**src/whs_pkg.sv**
```systemverilog
`timescale 1ns / 1ps
`default_nettype none

package whs_pkg;

  localparam int unsigned WordBits = 160;
  localparam int unsigned FullBytes = 20;

  // A packed word compares as one unsigned 160-bit number, first character on top.
  typedef struct packed {
    logic [63:0] high;
    logic [63:0] mid;
    logic [31:0] low;
  } whs_word_t;

  typedef enum logic [1:0] {
    OP_HOLD,
    OP_LOAD,
    OP_SORT,
    OP_DRAIN
  } whs_op_e;

  typedef struct packed {
    whs_op_e op;
    logic    odd_phase;
  } whs_ctrl_t;

endpackage

`default_nettype wire

```
**src/whs_cell.sv**
```systemverilog
`timescale 1ns / 1ps
`default_nettype none

module whs_cell #(
  parameter bit IS_ODD = 1'b0
) (
  input  wire                 clk_i,
  input  whs_pkg::whs_ctrl_t  ctrl_i,
  input  whs_pkg::whs_word_t  lower_i,
  input  whs_pkg::whs_word_t  upper_i,
  input  wire                 lower_swap_i,
  input  wire                 upper_used_i,
  output whs_pkg::whs_word_t  word_o,
  output logic                swap_o
);
  import whs_pkg::*;

  whs_word_t word_q;
  whs_word_t word_d;
  logic      low_role;

  // In an even phase the pairs start at even cells, in an odd phase at odd cells.
  assign low_role = (IS_ODD == ctrl_i.odd_phase);
  assign swap_o   = (ctrl_i.op == OP_SORT) && low_role && upper_used_i &&
                    (word_q > upper_i);
  assign word_o   = word_q;

  always_comb begin
    word_d = word_q;
    case (ctrl_i.op)
      OP_HOLD:  word_d = word_q;
      OP_LOAD:  word_d = lower_i;
      OP_DRAIN: word_d = upper_i;
      OP_SORT: begin
        if (swap_o) begin
          word_d = upper_i;
        end else if (!low_role && lower_swap_i) begin
          word_d = lower_i;
        end
      end
      default:  word_d = word_q;
    endcase
  end

  always_ff @(posedge clk_i) begin
    word_q <= word_d;
  end

endmodule

`default_nettype wire

```
**config.mk**
```make
export PLATFORM = sky130hd
export DESIGN_NAME = whs_cell
export DESIGN_NICKNAME = d
export VERILOG_FILES = /design/src/whs_pkg.sv /design/src/whs_cell.sv
export SDC_FILE = /design/constraint.sdc
export NUM_CORES = 1
export LEC_CHECK = 0
export BUFFER_PORTS_ARGS = -buffer_cell sky130_fd_sc_hd__buf_2
export CAP_MARGIN = 20
export CELL_PAD_IN_SITES_DETAIL_PLACEMENT = 1
export CELL_PAD_IN_SITES_GLOBAL_PLACEMENT = 2
export CORE_ASPECT_RATIO = 1.5
export CORE_MARGIN = 4
export CORE_UTILIZATION = 26
export DETAILED_ROUTE_END_ITERATION = 6
export MAX_ROUTING_LAYER = met4
export PLACE_DENSITY = 0.75
export SLEW_MARGIN = 20
export SYNTH_ARGS = -nofsm -noshare
export SYNTH_HDL_FRONTEND = slang
export SYNTH_SLANG_ARGS = --single-unit
```
**constraint.sdc**
```tcl
create_clock -name clk_i -period 8.33 [get_ports clk_i]
set_input_delay 1.666 -clock clk_i [delete_from_list [all_inputs] [get_ports clk_i]]
set_output_delay 1.666 -clock clk_i [all_outputs]
set_load 0.01 [all_outputs]
```
* Yosys cells after proc, flatten, opt, wreduce, memory -nomap -nowiden
Index checks and enable logic that the tools add are counted.
** Cells by class
- Mux-type cells :: 3
- Reductions and logical operators :: 6
- Bitwise operators :: 2
- Equal/unequal tests :: 4
- Order comparisons :: 1
** Operator list (number)
- $pmux 160 s3 :: 1
- $mux 160 :: 2
- $gt 160x160->1 :: 1
- $eq 2x2->1 const B :: 2
- $logic_and 1x1->1 :: 4
- $ne 3x2->1 const B :: 1
- $eq 2x1->1 const B :: 1
- $logic_not 2->1 :: 1
- $not 1->1 :: 2
- $reduce_and 2->1 :: 1
** Word-level totals
- Bits of input ports :: 326
- Register bits after elaboration :: 160
- Word-level logic and storage cells :: 19

* Logic depth before layout (Yosys ltp)
- Depth after elaboration :: 6
- Depth in mapped cells :: 12

* Least setup slack after synthesis
No wires, ideal clock.
- Path type :: input-to-reg
- Start point :: input port upper_i[46] in the netlist's numbering
- End point :: register word_q (netlist bit word_o[0]), enable pin
- Cell stages on the path :: 10
- Required time :: 7.773 ns
- Arrival :: 7.607 ns
- Slack :: 0.166 ns
- Cell sequence :: inv_1 ha_1 nand4_1 nor4_1 or4b_1 nor3_1 o31ai_1 and3_1 a21oi_1 a311o_1
** Between the ends
- Word-level cells in the longest chain between the ends :: 4
** RTL lines
- start: declaration :: RTL line whs_cell.sv:10 : input whs_pkg::whs_word_t upper_i,
- $gt 160x160->1 :: RTL line whs_cell.sv:25 : (word_q > upper_i);
- $logic_and 1x1->1 :: RTL line whs_cell.sv:24 : assign swap_o = (ctrl_i.op == OP_SORT) && low_role && upper_used_i &&
- named net swap_o :: RTL line whs_cell.sv:14 : output logic swap_o
- $ne 3x2->1 (no source line)
- $reduce_and 2->1 (no source line)
- end signal: assignment :: RTL line whs_cell.sv:46 : word_q <= word_d;
- end: declaration :: RTL line whs_cell.sv:18 : whs_word_t word_q;
The timed path passes the listed nets, and every way through them passes these cells.
A chain may end at the register's enable or synchronous reset.

* Worst setup path in the final report
- Start point :: input port upper_i[158] in the netlist's numbering
- End point :: output port swap_o
** Between the ends
- Word-level cells in the longest chain between the ends :: 2
** RTL lines (RTL line)
- $gt 160x160->1 :: whs_cell.sv:25
- $logic_and 1x1->1 :: whs_cell.sv:24
- end: declaration :: whs_cell.sv:14
Every way passes these cells.

==> run metrics <==
Die Wd 174.8 µm; GRT Total Usage 18.40%; Seq/Total Area, Yosys 44.30%; number of global-route vias before repair 10.38k; placed insts 1955; area of the core 41220 µm²; first-pass GRT wire length 61040 µm; Detail Route Antenna Nets 0; Starting DRT DRC Count 274; Final Cycle Share 74.18%; synth warn 0; number of flip-flops in the largest register 160; io pins 487; worst vdd ir 0.1061 mV; cell area after synthesis 10850 µm²; worst slew pin tran 0.9830 ns; NetSw 709.5 µW; mux cell area share after synthesis 16.61%; Synth area leaders edfxtp_1, ha_1, mux2_1; WP buf/inv 3; Int Pwr 1674 µW; Pwr Density 164.0 nW/µm²; Layout Area Growth over Synthesis 33.98%; hold_ws 1.505 ns; Worst Path Required 6.66 ns; # DRC 0; Post-Layout Cell Count 2004; Cell Rows 91; Post-CTS Setup Bufs 0; Root Driver clkbuf_16; main combinational cell family by area after synthesis adder cells; clock network power share 33.4%; clock buffer count from CTS 17; clock skew 0.01635 ns; synthesized flop and latch total 160; Die Area 45120 µm²; routed vias/inst 4.598; Rel. slew slack 34.47%; gpl congestion 0.8651; CP Capture Type output port; Global Route met2 Usage 33.98%; slowest stage cell, crit path nor4_1; Final min period 6.179 ns; Final Util 35.26%; nets@finish 1902; FMAX 161.8 MHz; final WL 41690 µm; Initial Util 26.32%; Min-Delay Path Class in2reg; final setup violation count 0; met3 global-route usage 5.389%; Synth Instances 925; GRT overflow 0; Worst-path clk slew 0.07 ns; setup TNS 0 ns; syn_nets 1411; CTS tree yes; unrepaired setup endpoints after global routing no; routed len/inst 20.80 µm; antenna violations before repair 17; Top delay family on crit path simple AND/OR/NAND/NOR gates; XOR/XNOR share of the synthesized area 0%; CP Max Fanout 5; htree depth 4; switch share 29.77%; part of the power in registers 42.9%; Comb power frac 23.7%; DR pass1 iterations 6; CP max stage delay 0.67 ns; Worst EP arrival 4.51 ns; largest net degree at the start of global routing 161; Synth Area in Simple Gates 6.794%; Slew Viols, Final 0; Fin. Hold Viols 0; post-synthesis adder-cell area fraction 18.46%; count of hold buffers inserted by post-cts repair 0; HPWL after DPL 34820 µm; synthesized area per cell 11.73 µm²; static leakage 0.007010 µW; WS Path Type in2out; post-synth cell types 42; Worst setup SP type input port; Clock Path Buffers 2; die height 258.2 µm; Max-Cap Viols 0; Synth Area in Compound Gates 7.094%; grt met1 use 17.99%; area leader, netlist edfxtp_1; GRT busiest layer met2; vias 9215; Synth top area share 44.30%; CTS resizes 0; status finished clean; share of cells above drive strength 1 40.41%; cells along the critical path buf_2 > inv_1 > ha_1 > nand4_1 > nor4_1 > nand4_1 > a31oi_1 > nor4_1 > and3_1 > a21oi_1 > buf_2; I/O Buffers 486; Worst-Skew Late Latency 0.45 ns; CTS Sinks 160
## Yosys cell counts, drive strengths merged
cell / instances
and4bb: 1
a21o: 11
ha: 160
a22oi: 3
a21boi: 1
o22ai: 1
o21ai: 17
a2111oi: 2
nand4: 37
o31ai: 2
a211oi: 4
nor4: 10
a32oi: 1
and3: 1
nor3: 10
or4: 1
nor2b: 1
a31oi: 2
mux2: 160
o32ai: 1
or4b: 1
nor2: 13
and4: 7
a21oi: 62
nand3: 14
o31a: 1
edfxtp: 160
inv: 165
nand2b: 2
buf: 17
o21a: 2
nand2: 37
and2: 3
a221o: 2
o211ai: 3
o221ai: 1
a311o: 2
a221oi: 7
## area by class of cell
type	count	area, µm²
clock buffers	21	440.4
well taps	558	698.2
repair buffers	489	2492
inverters	165	619.3
fillers	4765	26680
multi-input cells	583	5319
diodes	18	45.04
flip-flops and latches	160	4805
clock inverters	10	113.9
## power by group through the flow
stage	Clock, µW	Sequential (µW)	Combinational, µW
after floorplan	0	1070	267
after global placement	0	1040	559
after detailed placement	0	1040	575
after CTS	831	1020	579
after global routing	861	1030	633
final	797	1020	564
## cell usage in the layout (no fill, tap or decap), types with 3 or more instances in the layout
| cell | instances |
|---|---|
| nand2_1 | 37 |
| nand3_1 | 14 |
| edfxtp_1 | 160 |
| mux2_2 | 60 |
| nor2_1 | 13 |
| clkinvlp_4 | 3 |
| nand4_1 | 37 |
| nor3_1 | 10 |
| a21oi_1 | 62 |
| and2_1 | 3 |
| mux2_1 | 100 |
| a22oi_1 | 3 |
| clkbuf_1 | 4 |
| buf_12 | 3 |
| ha_1 | 160 |
| inv_1 | 165 |
| a21o_1 | 11 |
| buf_2 | 486 |
| a211oi_1 | 3 |
| and4_1 | 7 |
| clkbuf_16 | 17 |
| o211ai_1 | 3 |
| o21ai_0 | 17 |
| a221oi_1 | 7 |
| diode_2 | 18 |
| nor4_1 | 10 |
## path summary, 6_finish.rpt
check	startpoint	endpoint	slack, ns	cells after the start
max reg2reg	word_o[158]	word_o[129]	3.70	10
min	lower_i[122]	word_o[122]	1.50	2
max	upper_i[158]	swap_o	2.15	11
min reg2reg	word_o[127]	word_o[88]	1.92	8
## worst reg2reg max path, cell delays in order, from the launching register on
cell	delay, ns
edfxtp_1	0.41
ha_1	0.34
nand4_1	0.23
nor4_1	0.67
nand4_1	0.34
a31oi_1	0.40
nor4_1	0.17
and3_1	0.21
a21oi_1	0.19
a311o_2	0.80
buf_12	0.38
## metrics by stage
stage	power [µW]	cell area [µm²]	setup WS, ns
after floorplan	1339	10850	0.1657
after global placement	1596	13930	1.965
after detailed placement	1615	13930	1.852
after CTS	2433	14490	1.847
after global routing	2524	14530	1.786
final	2383	14530	2.151
## routing by layer
layer / share of wire [%] / vias up
met1: 36 / 4407
li1: - / 4434
met2: 55 / 318
met3: 6.6 / 56
met4: 3.0 / 0
met5: 0 / -
## logic make-up (layout without fill, tap and decap cells)
family                     count (synthesis)  in the layout
DFF                                      160            160
other                                      0             18
adders and majority gates                160            160
muxes                                    160            160
AOI/OAI and AO/OA                        125            125
buffers and inverters                    182            685
and+or+nand+nor                          138            138
No activity file was read; power rests on OpenSTA's default activity.
